[src/sv/sbf_pkg.sv]
// ----------------------------------------------------------------------------
// sbf_pkg
// Shared types and constants for the stack blur frame engine.
// ----------------------------------------------------------------------------
package sbf_pkg;

    localparam int MAX_WIDTH_DEF  = 256;
    localparam int MAX_HEIGHT_DEF = 256;
    localparam int MAX_RADIUS_DEF = 31;

    localparam int PIX_W  = 32;
    localparam int SIZE_W = 9;
    localparam int RAD_W  = 5;
    localparam int CFG_W  = 9;
    localparam int COORD_W = 13;   // wide enough to compare a coordinate with any bound

    localparam logic [7:0] ALPHA_OPAQUE = 8'hff;

    typedef enum logic [1:0] {
        MODE_WRITE = 2'd0,
        MODE_RUN   = 2'd1,
        MODE_READ  = 2'd2
    } t_mode;

    typedef enum logic [1:0] {
        CFG_WIDTH  = 2'd0,
        CFG_HEIGHT = 2'd1,
        CFG_RADIUS = 2'd2,
        CFG_ALPHA  = 2'd3
    } t_cfg_idx;

    typedef enum logic [2:0] {
        ST_IDLE,
        ST_SETUP,
        ST_TAP,
        ST_FLUSH,
        ST_DIV,
        ST_WRITE,
        ST_FINISH
    } t_state;

    typedef struct packed {
        logic item;      // single-cycle request (write, read, unused code)
        logic setup;     // latch run parameters, clear counters
        logic blur;      // memory addressing from blur counters
        logic tap;       // issue one tap read
        logic div;       // one quotient bit
        logic pix_wr;    // store result pixel, advance position
        logic resp_run;  // report end of run
    } t_cmd;

    typedef struct packed {
        logic rad_zero;
        logic tap_last;
        logic div_last;
        logic frame_last;
    } t_stat;

endpackage

[src/sv/sbf_ctrl.sv]
// ----------------------------------------------------------------------------
// sbf_ctrl
// Sequencer for requests and for the two blur passes.
// ----------------------------------------------------------------------------
module sbf_ctrl (
    input  logic             i_clk,
    input  logic             i_rst_n,
    input  logic             i_start,
    input  logic [1:0]       i_mode,
    input  sbf_pkg::t_stat   i_stat,
    output sbf_pkg::t_cmd    o_cmd,
    output logic             o_busy
);

    sbf_pkg::t_state r_state, n_state;

    always_ff @(posedge i_clk) begin
        if (!i_rst_n) begin
            r_state <= sbf_pkg::ST_IDLE;
        end else begin
            r_state <= n_state;
        end
    end

    always_comb begin
        n_state = r_state;
        case (r_state)
            sbf_pkg::ST_IDLE: begin
                if (i_start && i_mode == sbf_pkg::MODE_RUN) n_state = sbf_pkg::ST_SETUP;
            end
            sbf_pkg::ST_SETUP: begin
                n_state = i_stat.rad_zero ? sbf_pkg::ST_FINISH : sbf_pkg::ST_TAP;
            end
            sbf_pkg::ST_TAP: begin
                if (i_stat.tap_last) n_state = sbf_pkg::ST_FLUSH;
            end
            sbf_pkg::ST_FLUSH: n_state = sbf_pkg::ST_DIV;
            sbf_pkg::ST_DIV: begin
                if (i_stat.div_last) n_state = sbf_pkg::ST_WRITE;
            end
            sbf_pkg::ST_WRITE: begin
                n_state = i_stat.frame_last ? sbf_pkg::ST_FINISH : sbf_pkg::ST_TAP;
            end
            sbf_pkg::ST_FINISH: n_state = sbf_pkg::ST_IDLE;
            default: n_state = sbf_pkg::ST_IDLE;
        endcase
    end

    always_comb begin
        o_cmd  = '0;
        o_busy = 1'b1;
        case (r_state)
            sbf_pkg::ST_IDLE: begin
                o_busy     = 1'b0;
                o_cmd.item = i_start && (i_mode != sbf_pkg::MODE_RUN);
            end
            sbf_pkg::ST_SETUP: o_cmd.setup = 1'b1;
            sbf_pkg::ST_TAP: begin
                o_cmd.blur = 1'b1;
                o_cmd.tap  = 1'b1;
            end
            sbf_pkg::ST_FLUSH: o_cmd.blur = 1'b1;
            sbf_pkg::ST_DIV: begin
                o_cmd.blur = 1'b1;
                o_cmd.div  = 1'b1;
            end
            sbf_pkg::ST_WRITE: begin
                o_cmd.blur   = 1'b1;
                o_cmd.pix_wr = 1'b1;
            end
            sbf_pkg::ST_FINISH: o_cmd.resp_run = 1'b1;
            default: o_busy = 1'b1;
        endcase
    end

endmodule

[config.mk]
export PLATFORM = sky130hd
export DESIGN_NAME = sbf_ctrl
export DESIGN_NICKNAME = d
export VERILOG_FILES = /design/src/sv/sbf_pkg.sv /design/src/sv/sbf_ctrl.sv
export SDC_FILE = /design/constraint.sdc
export NUM_CORES = 1
export LEC_CHECK = 0
export ABC_AREA = 0
export BUFFER_PORTS_ARGS = -buffer_cell sky130_fd_sc_hd__buf_2
export CORE_AREA = 2 2 39 41
export DETAILED_ROUTE_END_ITERATION = 8
export DIE_AREA = 0 0 41 43
export HOLD_SLACK_MARGIN = 0.08
export SLEW_MARGIN = 20
export SYNTH_ARGS = -nofsm -noshare
export SYNTH_HDL_FRONTEND = slang
export SYNTH_SLANG_ARGS = --single-unit
export TNS_END_PERCENT = 5
[constraint.sdc]
create_clock -name i_clk -period 1.5 [get_ports i_clk]
set_clock_uncertainty 0.2 [all_clocks]
set_input_delay 0.075 -clock i_clk [delete_from_list [all_inputs] [get_ports i_clk]]
set_output_delay 0.075 -clock i_clk [all_outputs]
set_load 0.1 [all_outputs]
==> results of run 1 <==
[area by class of cell]
| cell class | instances | area [sq um] |
|---|---|---|
| Fill cell | 139 | 713 |
| Tap cell | 16 | 20.0 |
| Multi-Input combinational cell | 23 | 226 |
| Timing Repair Buffer | 29 | 315 |
| Clock buffer | 4 | 26.3 |
| Sequential cell | 3 | 67.6 |
| Inverter | 4 | 15.0 |
[power groups by stage]
stage	sequential, W	clock [W]	combinational [W]
after floorplan	0.000108	0	0.000310
after global placement	0.000108	0	0.000462
after detailed placement	0.000108	0	0.000465
after CTS	0.000104	0.000151	0.000513
after global routing	0.000105	0.000164	0.000546
final	0.000104	0.000144	0.000524
[worst max-delay path by stage]
stage	endpoint	from	cells after the start	slack, ns
floorplan	r_state[1]	r_state[1]	4	-0.35
global placement	o_cmd[6]	r_state[1]	3	0.11
detailed placement	o_cmd[6]	r_state[1]	3	0.09
CTS	o_cmd[6]	r_state[1]	3	-0.07
global route	o_cmd[6]	r_state[1]	3	-0.10
finish	o_busy	r_state[1]	3	-0.05
[what timing repair did]
| item | in CTS | in global routing |
|---|---|---|
| gates resized for setup | 7 | 1 |
| hold endpoints to repair | 3 | 0 |
| hold buffers | 7 | 0 |
| pin swaps | 3 | 2 |
| setup buffers | 3 | 1 |
| setup endpoints to repair | 7 | 5 |
[per-layer routing]
layer	up-vias	wire length [um]	global-route usage, %
met5	-	0	0
met4	0	17	14.0
met3	2	36	3.14
met2	12	441	17.8
met1	155	294	12.2
li1	172	-	-
[critical path: cells and delay by family, from the launching register on]
kind          cells  cell delay (ns)
buf+inv           2             0.31
flops             1             0.34
simple gates      1             0.38
[synthesized netlist by cell type, drive strengths merged]
cell / count
nor2: 3
or3: 1
o21ai: 3
nor2b: 3
a21oi: 2
o22ai: 1
and3: 1
nor3b: 2
o41ai: 1
nand2b: 1
and4: 1
ha: 1
nor3: 1
buf: 1
dfxtp: 3
inv: 4
a32o: 1
nand2: 1
[per-stage QoR]
stage	hold slack (ns)	setup TNS, ns	std cells	instance area [sq um]	setup WS [ns]
after floorplan	0.00317	-1.46	31	285	-0.347
after global placement	0.115	0	64	509	0.111
after detailed placement	0.123	0	64	509	0.0937
after CTS	0.109	-0.0747	78	658	-0.0702
after global routing	0.195	-0.286	79	671	-0.102
final	0.109	-0.0933	79	671	-0.0479
[cell families (layout without fill, tap and decap cells)]
family | Yosys count | count (layout) | share of synthesized area [%]
buffers and inverters | 5 | 37 | 10.4
adder cells (fa/ha/maj) | 1 | 1 | 4.95
AO/OA/AOI/OAI | 8 | 8 | 22.8
AND/OR/NAND/NOR | 14 | 14 | 38.1
flip-flops | 3 | 3 | 23.8
==> impl_metrics.env, run 1 <==
export IMPL_status="complete, but fails checks"
export IMPL_violated_checks="negative setup slack"
export IMPL_timing_final_crit_period_ns=1.55
export IMPL_design_portCount=17
export IMPL_hold_path_end="r_state[2]"
export IMPL_max_flop_register="r_state"
export IMPL_power_density_nw_per_um2=1150
export IMPL_synth_warning_count=0
export IMPL_max_freq_mhz=646
export IMPL_synth_top_cells_by_area="sky130_fd_sc_hd__dfxtp_1 24%, sky130_fd_sc_hd__nor2b_1 7.4%, sky130_fd_sc_hd__o41ai_2 6.4%"
export IMPL_timing_rr_start="r_state[2]"
export IMPL_timing_critical_path_arrival_ns=1.27
export IMPL_worst_reg2reg_path_depth=5
export IMPL_internal_power_w=0.000402
export IMPL_synth_yosys_seq_area_share_pct=23.8
export IMPL_yosys_register_bits=3
export IMPL_worstPathRequired_ns=1.22
export IMPL_path_clk_slew_ns=0.04
export IMPL_initial_core_util_pct=18.3
export IMPL_postSynthNetCount=41
export IMPL_antenna_cells=0
export IMPL_io_buffers=16
export IMPL_count_of_mapped_cells_out_of_synthesis=31
export IMPL_total_power_w=0.000771
export IMPL_share_of_post_route_cells_with_drive_strength_above_1_pct=60.3
export IMPL_timing_worst_slew_pin_value_ns=0.338
export IMPL_finalWeightedCongestion=0.770
export IMPL_cell_taking_the_most_area_after_synthesis="sky130_fd_sc_hd__dfxtp_1"
export IMPL_worstPathMaxFanout=4
export IMPL_synthDistinctLibCells=21
export IMPL_total_switching_power_w=0.000368
export IMPL_area_delta_synth_final_pct=165
export IMPL_clockPowerShare_pct=18.6
export IMPL_first_global_vias=367
export IMPL_ant_nets=0
export IMPL_ir_drop_mv=0.543
export IMPL_clock_sinks=3
export IMPL_critPathSlowestCell="sky130_fd_sc_hd__or3_4"
export IMPL_hold_path_startpoint="i_stat[3]"
export IMPL_initialDrtViolationCount=1
export IMPL_via_per_inst=4.32
export IMPL_cap_viol_max_count=0
export IMPL_global_route_wire_length_before_repair_um=1370
export IMPL_hold_viol=0
export IMPL_horizontal_die_dimension_um=41
export IMPL_synth_avg_cell_area_sq_um=8.15
export IMPL_netlist_area_leader_share_pct=23.8
export IMPL_largest_reg_flops=3
export IMPL_clock_tree_buffer_depth=2
export IMPL_placeable_core_region_sq_um=1380
export IMPL_grt_antenna_before_repair=0
export IMPL_pin_count_of_the_biggest_net_entering_global_routing=9
export IMPL_final_critical_path_setup_slack_ns=-0.0479
export IMPL_detailroute_via_count=341
export IMPL_post_synth_instance_area_sq_um=253
export IMPL_cts_inserted_buffers=3
export IMPL_rrSetupSlack_ns=0.23
export IMPL_critical_path_max_stage_delay_ns=0.38
export IMPL_cts_tree="built"
export IMPL_chipHeight_um=43
export IMPL_startpoint_type="flip-flop"
export IMPL_fin_crit_sh_pct=103
export IMPL_groute_usage_overall_pct=12.2
export IMPL_timing_hold_worst_path_depth=4
export IMPL_htreeDepth=1
export IMPL_rsz0062_at_grt="true"
export IMPL_power_sequential_fraction_pct=13.4
export IMPL_slew_limit_headroom_pct=77.2
export IMPL_utilization_pct=48.5
export IMPL_detailedPlacementHpwl_um=542
export IMPL_detailedRoute_firstPassIterationCount=2
export IMPL_setup_violations=2
export IMPL_finish_net_count=74
export IMPL_drt_drc_violations_left=0
export IMPL_std_cell_rows=14
export IMPL_worstSetupEndpointType="output port"
export IMPL_swShare_pct=47.8
export IMPL_biggestRegsByFlops="r_state x3"
export IMPL_cp_cell_sequence="or3_4 > buf_4 > buf_12"
export IMPL_worstSetupPathType="reg -> out"
export IMPL_avg_wl_per_cell_um=9.99
export IMPL_clk_insertion_delay_late_ns=0.23
export IMPL_report_final_slew_viol_count=0
export IMPL_finalWirelength_um=789
export IMPL_total_congestion_overflow_after_global_routing=0
export IMPL_static_leakage_power_nw=0.279
export IMPL_design_die_area_sq_um=1760
export IMPL_worstReg2RegEnd="r_state[1]"
export IMPL_hold_path_class="in -> reg"
export IMPL_combinationalPowerShare_pct=67.9
export IMPL_clockRootBuffer="sky130_fd_sc_hd__clkbuf_4"
export IMPL_final_cell_mix="8 x sky130_fd_sc_hd__buf_2, 8 x sky130_fd_sc_hd__buf_12, 7 x sky130_fd_sc_hd__dlygate4sd3_1"
Note: power is estimated with default switching activity, not from simulation.
==> run 2: changes to the inputs <==
- CORE_AREA: 2 2 39 41 -> 4 4 41 43
- DIE_AREA: 0 0 41 43 -> 0 0 45 47
==> impl_metrics.env, run 2 (synthesized netlist as in run 1, its figures left out) <==
export IMPL_detailedRoute_firstPassIterationCount=2
export IMPL_initialDrtViolationCount=1
export IMPL_power_density_nw_per_um2=1150
export IMPL_timing_final_crit_period_ns=1.57
export IMPL_worstSetupPathType="reg -> out"
export IMPL_largest_reg_flops=3
export IMPL_timing_hold_worst_path_depth=4
export IMPL_chipHeight_um=47
export IMPL_rsz0062_at_grt="true"
export IMPL_report_final_slew_viol_count=0
export IMPL_finalWirelength_um=863
export IMPL_finalWeightedCongestion=0.774
export IMPL_design_die_area_sq_um=2120
export IMPL_max_flop_register="r_state"
export IMPL_groute_usage_overall_pct=10.3
export IMPL_htreeDepth=1
export IMPL_ir_drop_mv=0.428
export IMPL_setup_violations=2
export IMPL_horizontal_die_dimension_um=45
export IMPL_totalNegativeSetupSlack_ns=-0.0758
export IMPL_min_hold_slack_ns=0.103
export IMPL_critical_path_max_stage_delay_ns=0.42
export IMPL_cp_cell_sequence="or3_4 > nor2_4 > buf_12"
export IMPL_pin_count_of_the_biggest_net_entering_global_routing=8
export IMPL_avg_wl_per_cell_um=11.1
export IMPL_cts_inserted_buffers=3
export IMPL_cts_tree="built"
export IMPL_timing_critical_path_arrival_ns=1.29
export IMPL_violated_checks="negative setup slack"
export IMPL_biggestRegsByFlops="r_state x3"
export IMPL_grt_antenna_before_repair=0
export IMPL_placeable_core_region_sq_um=1300
export IMPL_status="complete, but fails checks"
export IMPL_io_buffers=16
export IMPL_clock_sinks=3
export IMPL_detailroute_via_count=336
export IMPL_std_cell_rows=13
export IMPL_cp_buffers_inverters=1
export IMPL_placed_area_sq_um=515
export IMPL_finish_net_count=74
export IMPL_hold_viol=0
export IMPL_detailedPlace_worstSlack_ns=0.0969
export IMPL_slew_limit_headroom_pct=77.9
export IMPL_total_power_w=0.000769
export IMPL_total_congestion_overflow_after_global_routing=0
export IMPL_clk_insertion_delay_late_ns=0.24
export IMPL_design_portCount=17
export IMPL_critPathSlowestCell="sky130_fd_sc_hd__or3_4"
export IMPL_share_of_post_route_cells_with_drive_strength_above_1_pct=61.9
export IMPL_initial_core_util_pct=19.4
export IMPL_startpoint_type="flip-flop"
export IMPL_cap_viol_max_count=0
export IMPL_area_delta_synth_final_pct=165
export IMPL_final_critical_path_setup_slack_ns=-0.0650
export IMPL_clock_tree_buffer_depth=2
export IMPL_worstPathRequired_ns=1.22
export IMPL_antenna_cells=0
export IMPL_crit_family="simple AND/OR/NAND/NOR gates"
export IMPL_critical_path_depth=3
export IMPL_worst_reg2reg_path_depth=4
export IMPL_via_per_inst=4.31
export IMPL_static_leakage_power_nw=0.279
export IMPL_fin_crit_sh_pct=104
export IMPL_ant_nets=0
export IMPL_timing_worst_slew_pin_value_ns=0.327
export IMPL_drt_drc_violations_left=0
export IMPL_timing_rr_start="r_state[2]"
export IMPL_hold_path_class="in -> reg"
export IMPL_worstPathMaxFanout=4
export IMPL_worstSetupEndpointType="output port"
export IMPL_first_global_vias=375
export IMPL_hold_path_startpoint="i_stat[3]"
export IMPL_path_clk_slew_ns=0.04
export IMPL_max_freq_mhz=639
export IMPL_startpoint="r_state[1]"
export IMPL_global_route_wire_length_before_repair_um=1520
export IMPL_finish_instance_area_sq_um=671
export IMPL_final_cell_mix="8 x sky130_fd_sc_hd__buf_2, 8 x sky130_fd_sc_hd__buf_12, 7 x sky130_fd_sc_hd__dlygate4sd3_1"
export IMPL_clockRootBuffer="sky130_fd_sc_hd__clkbuf_4"
[run 2: what timing repair did]
item                       4_1_cts  5_1_grt
hold endpoints to repair         3        0
setup endpoints to repair        7        5
gates resized for setup          7        2
setup buffers                    3        0
pin swaps                        2        1
hold buffers                     7        0
[run 2: where the power goes]
part / switching, W / internal [W] / total, W / leakage [nW]
Sequential: 0.0000150 / 0.0000909 / 0.000106 / 0.0256
Combinational: 0.000310 / 0.000207 / 0.000516 / 0.238
Clock: 0.0000462 / 0.000100 / 0.000146 / 0.0150
[run 2: final timing paths]
check | end | slack, ns
setup / recovery | o_cmd[6] | -0.07
hold / removal | r_state[2] | 0.10
hold reg to reg | r_state[0] | 0.52
setup reg to reg | r_state[0] | 0.22
[run 2: area by class of cell]
cell class / instances / area (sq um)
inverter: 4 / 15.0
sequential: 3 / 65.1
tap: 15 / 18.8
multi-input combinational: 23 / 226
timing repair buffer: 29 / 319
clock buffer: 4 / 26.3
fill: 123 / 631
[run 2: per-layer routing]
metal | wire length [um] | track usage (%)
met1 | 385 | 11.8
met2 | 399 | 16.4
met3 | 77 | 4.60
met4 | 0 | 4.68
met5 | 0 | 0
[run 2: worst min-delay path, delay by kind of cell]
kind,cells,cell delay (ns)
buf+inv,1,0.08
compound gates,3,0.34
[run 2: metrics by stage]
step           std cells  util, %
6_report              78     51.5
5_1_grt               78     51.5
4_1_cts               78     51.2
3_5_place_dp          64     39.6
3_3_place_gp          64     39.6
2_1_floorplan         31        -
==> run 3: changes to the inputs <==
- ABC_AREA: 0 -> 1
==> impl_metrics.env, run 3 <==
export IMPL_synth_yosys_seq_area_share_pct=21.3
export IMPL_placeable_core_region_sq_um=1300
export IMPL_internal_power_w=0.000304
export IMPL_netlist_area_leader_share_pct=21.3
export IMPL_total_congestion_overflow_after_global_routing=0
export IMPL_crit_family="flip-flops"
export IMPL_post_synth_top_count_cell="sky130_fd_sc_hd__inv_1"
export IMPL_via_per_inst=4.30
export IMPL_path_clk_slew_ns=0.04
export IMPL_design_die_area_sq_um=2120
export IMPL_synth_avg_cell_area_sq_um=5.86
export IMPL_post_synth_instance_area_sq_um=282
export IMPL_worstSetupPathType="reg -> out"
export IMPL_static_leakage_power_nw=0.335
export IMPL_cts_tree="built"
export IMPL_total_switching_power_w=0.000235
export IMPL_total_power_w=0.000539
export IMPL_fin_crit_sh_pct=102
export IMPL_finish_net_count=89
export IMPL_chipHeight_um=47
export IMPL_htreeDepth=1
export IMPL_synth_top_cells_by_area="sky130_fd_sc_hd__dfxtp_1 21%, sky130_fd_sc_hd__inv_1 13%, sky130_fd_sc_hd__nor2_1 11%"
export IMPL_timing_worst_slew_pin_value_ns=0.168
export IMPL_hold_path_class="in -> reg"
export IMPL_synth_main_ff_cell="sky130_fd_sc_hd__dfxtp_1"
export IMPL_final_cell_mix="9 x sky130_fd_sc_hd__inv_1, 8 x sky130_fd_sc_hd__buf_2, 8 x sky130_fd_sc_hd__buf_12"
export IMPL_clk_insertion_delay_late_ns=0.23
export IMPL_final_critical_path_setup_slack_ns=-0.0254
export IMPL_critical_path_max_stage_delay_ns=0.36
export IMPL_hold_viol=0
export IMPL_groute_usage_overall_pct=10.2
export IMPL_worstPathRequired_ns=1.22
export IMPL_worstSetupEndpointType="output port"
export IMPL_max_freq_mhz=656
export IMPL_startpoint="r_state[0]"
export IMPL_postSynthNetCount=58
export IMPL_std_cell_rows=13
export IMPL_antenna_cells=0
export IMPL_synth_warning_count=0
export IMPL_initialDrtViolationCount=9
export IMPL_postSynth_asyncResetShare_pct=0
export IMPL_count_of_mapped_cells_out_of_synthesis=48
export IMPL_rsz0062_at_grt="true"
export IMPL_worstPathMaxFanout=6
export IMPL_swShare_pct=43.6
export IMPL_cell_taking_the_most_area_after_synthesis="sky130_fd_sc_hd__dfxtp_1"
export IMPL_ir_drop_mv=0.725
export IMPL_clockRootBuffer="sky130_fd_sc_hd__clkbuf_4"
export IMPL_synth_enable_flop_cells=0
export IMPL_share_of_post_route_cells_with_drive_strength_above_1_pct=55.1
export IMPL_setup_violations=2
export IMPL_io_buffers=16
export IMPL_detailedRoute_firstPassIterationCount=4
export IMPL_min_hold_slack_ns=0.0807
export IMPL_power_sequential_fraction_pct=17.9
export IMPL_drt_drc_violations_left=0
export IMPL_cp_cell_sequence="inv_2 > nand2_4 > nor2_4 > nand2_2 > a21oi_4 > buf_12"
export IMPL_slew_limit_headroom_pct=88.8
export IMPL_clock_tree_buffer_depth=2
export IMPL_area_delta_synth_final_pct=136
export IMPL_timing_rr_start="r_state[0]"
export IMPL_report_final_slew_viol_count=0
export IMPL_global_route_wire_length_before_repair_um=1540
export IMPL_timing_critical_path_arrival_ns=1.25
export IMPL_finalWirelength_um=944
export IMPL_combinationalPowerShare_pct=56.5
export IMPL_cap_viol_max_count=0
export IMPL_max_flop_register="r_state"
export IMPL_synth_common_cells="10 x sky130_fd_sc_hd__inv_1, 8 x sky130_fd_sc_hd__nor2_1, 7 x sky130_fd_sc_hd__nand2_1, 5 x sky130_fd_sc_hd__nand3_1"
export IMPL_grt_antenna_before_repair=0
export IMPL_detailedPlacementHpwl_um=631
export IMPL_detailroute_via_count=400
export IMPL_horizontal_die_dimension_um=45
export IMPL_initial_core_util_pct=21.6
export IMPL_finalWeightedCongestion=0.747
export IMPL_first_global_vias=387
export IMPL_largest_reg_flops=3
export IMPL_violated_checks="negative setup slack"
export IMPL_biggestRegsByFlops="r_state x3"
export IMPL_cts_inserted_buffers=3
export IMPL_hold_path_startpoint="i_mode[1]"
export IMPL_avg_wl_per_cell_um=10.2
export IMPL_status="complete, but fails checks"
export IMPL_startpoint_type="flip-flop"
export IMPL_pin_count_of_the_biggest_net_entering_global_routing=9
export IMPL_design_portCount=17
export IMPL_power_density_nw_per_um2=813
export IMPL_cp_buffers_inverters=2
export IMPL_clockPowerShare_pct=25.7
export IMPL_critPathSlowestCell="sky130_fd_sc_hd__dfxtp_4"
export IMPL_timing_final_crit_period_ns=1.53
export IMPL_synthDistinctLibCells=16
export IMPL_final_common_cell="sky130_fd_sc_hd__inv_1"
export IMPL_clock_sinks=3
export IMPL_ant_nets=0
export IMPL_yosys_register_bits=3
[run 3: logic make-up (layout without fill, tap and decap cells)]
family / count (synthesis) / count (layout) / share of synthesized area (%)
and+or+nand+nor: 28 / 28 / 50.7
buffers and inverters: 13 / 43 / 17.3
DFF: 3 / 3 / 21.3
AOI/OAI and AO/OA: 3 / 3 / 6.22
adders and majority gates: 1 / 1 / 4.44
[run 3: final cells by class]
cell class | instances | area, sq um
flip-flops and latches | 3 | 68.8
multi-input cells | 32 | 213
inverters | 13 | 51.3
repair buffers | 26 | 285
fillers | 128 | 638
clock buffers | 4 | 26.3
well taps | 15 | 18.8
[run 3: final timing paths]
| path | endpoint | depth (start not counted) | slack [ns] |
|---|---|---|---|
| max | o_cmd[6] | 6 | -0.03 |
| min | r_state[0] | 6 | 0.08 |
| max reg2reg | r_state[2] | 9 | 0.16 |
| min reg2reg | r_state[0] | 3 | 0.39 |
[run 3: metal layers]
metal	part of all wire [%]	wire (um)	GRT usage, %	vias to the layer above
met5	0	0	0	-
met4	5.2	49	6.43	0
met2	49	465	16.1	17
met3	7.9	75	4.60	4
li1	-	-	-	209
met1	37	353	11.1	170
[run 3: metrics by stage]
step | worst slack, ns | area (sq um) | instances | TNS (ns) | utilization (%)
3_3_place_gp | 0.119 | 528 | 79 | 0 | 40.6
2_1_floorplan | -0.167 | 309 | 48 | -0.552 | -
6_report | -0.0254 | 663 | 93 | -0.0434 | 51.0
4_1_cts | -0.0315 | 619 | 89 | -0.0315 | 47.6
5_1_grt | -0.105 | 663 | 93 | -0.209 | 51.0
3_5_place_dp | 0.105 | 528 | 79 | 0 | 40.6
[run 3: timing repair]
action / 4_1_cts / 5_1_grt
hold buffers: 4 / 0
endpoints found under the hold margin: 3 / 0
gates resized for setup: 4 / 6
setup endpoints to repair: 5 / 5
pin swaps: 0 / 3
buffers inserted: 2 / 4
[run 3: power by group through the flow]
stage	registers, W	logic, W	clock network (W)
4_1_cts	0.0000976	0.000278	0.000145
2_1_floorplan	0.0000959	0.000173	0
3_5_place_dp	0.0000977	0.000261	0
3_3_place_gp	0.0000973	0.000261	0
5_1_grt	0.0000975	0.000322	0.000155
6_report	0.0000962	0.000304	0.000138
[run 3: worst min-delay path: stages]
cell and delay, ns:
sky130_fd_sc_hd__buf_2 0.08, sky130_fd_sc_hd__inv_1 0.06, sky130_fd_sc_hd__nand3_1 0.09, sky130_fd_sc_hd__nand2_2 0.07, sky130_fd_sc_hd__nand4_2 0.07, sky130_fd_sc_hd__a211oi_1 0.04
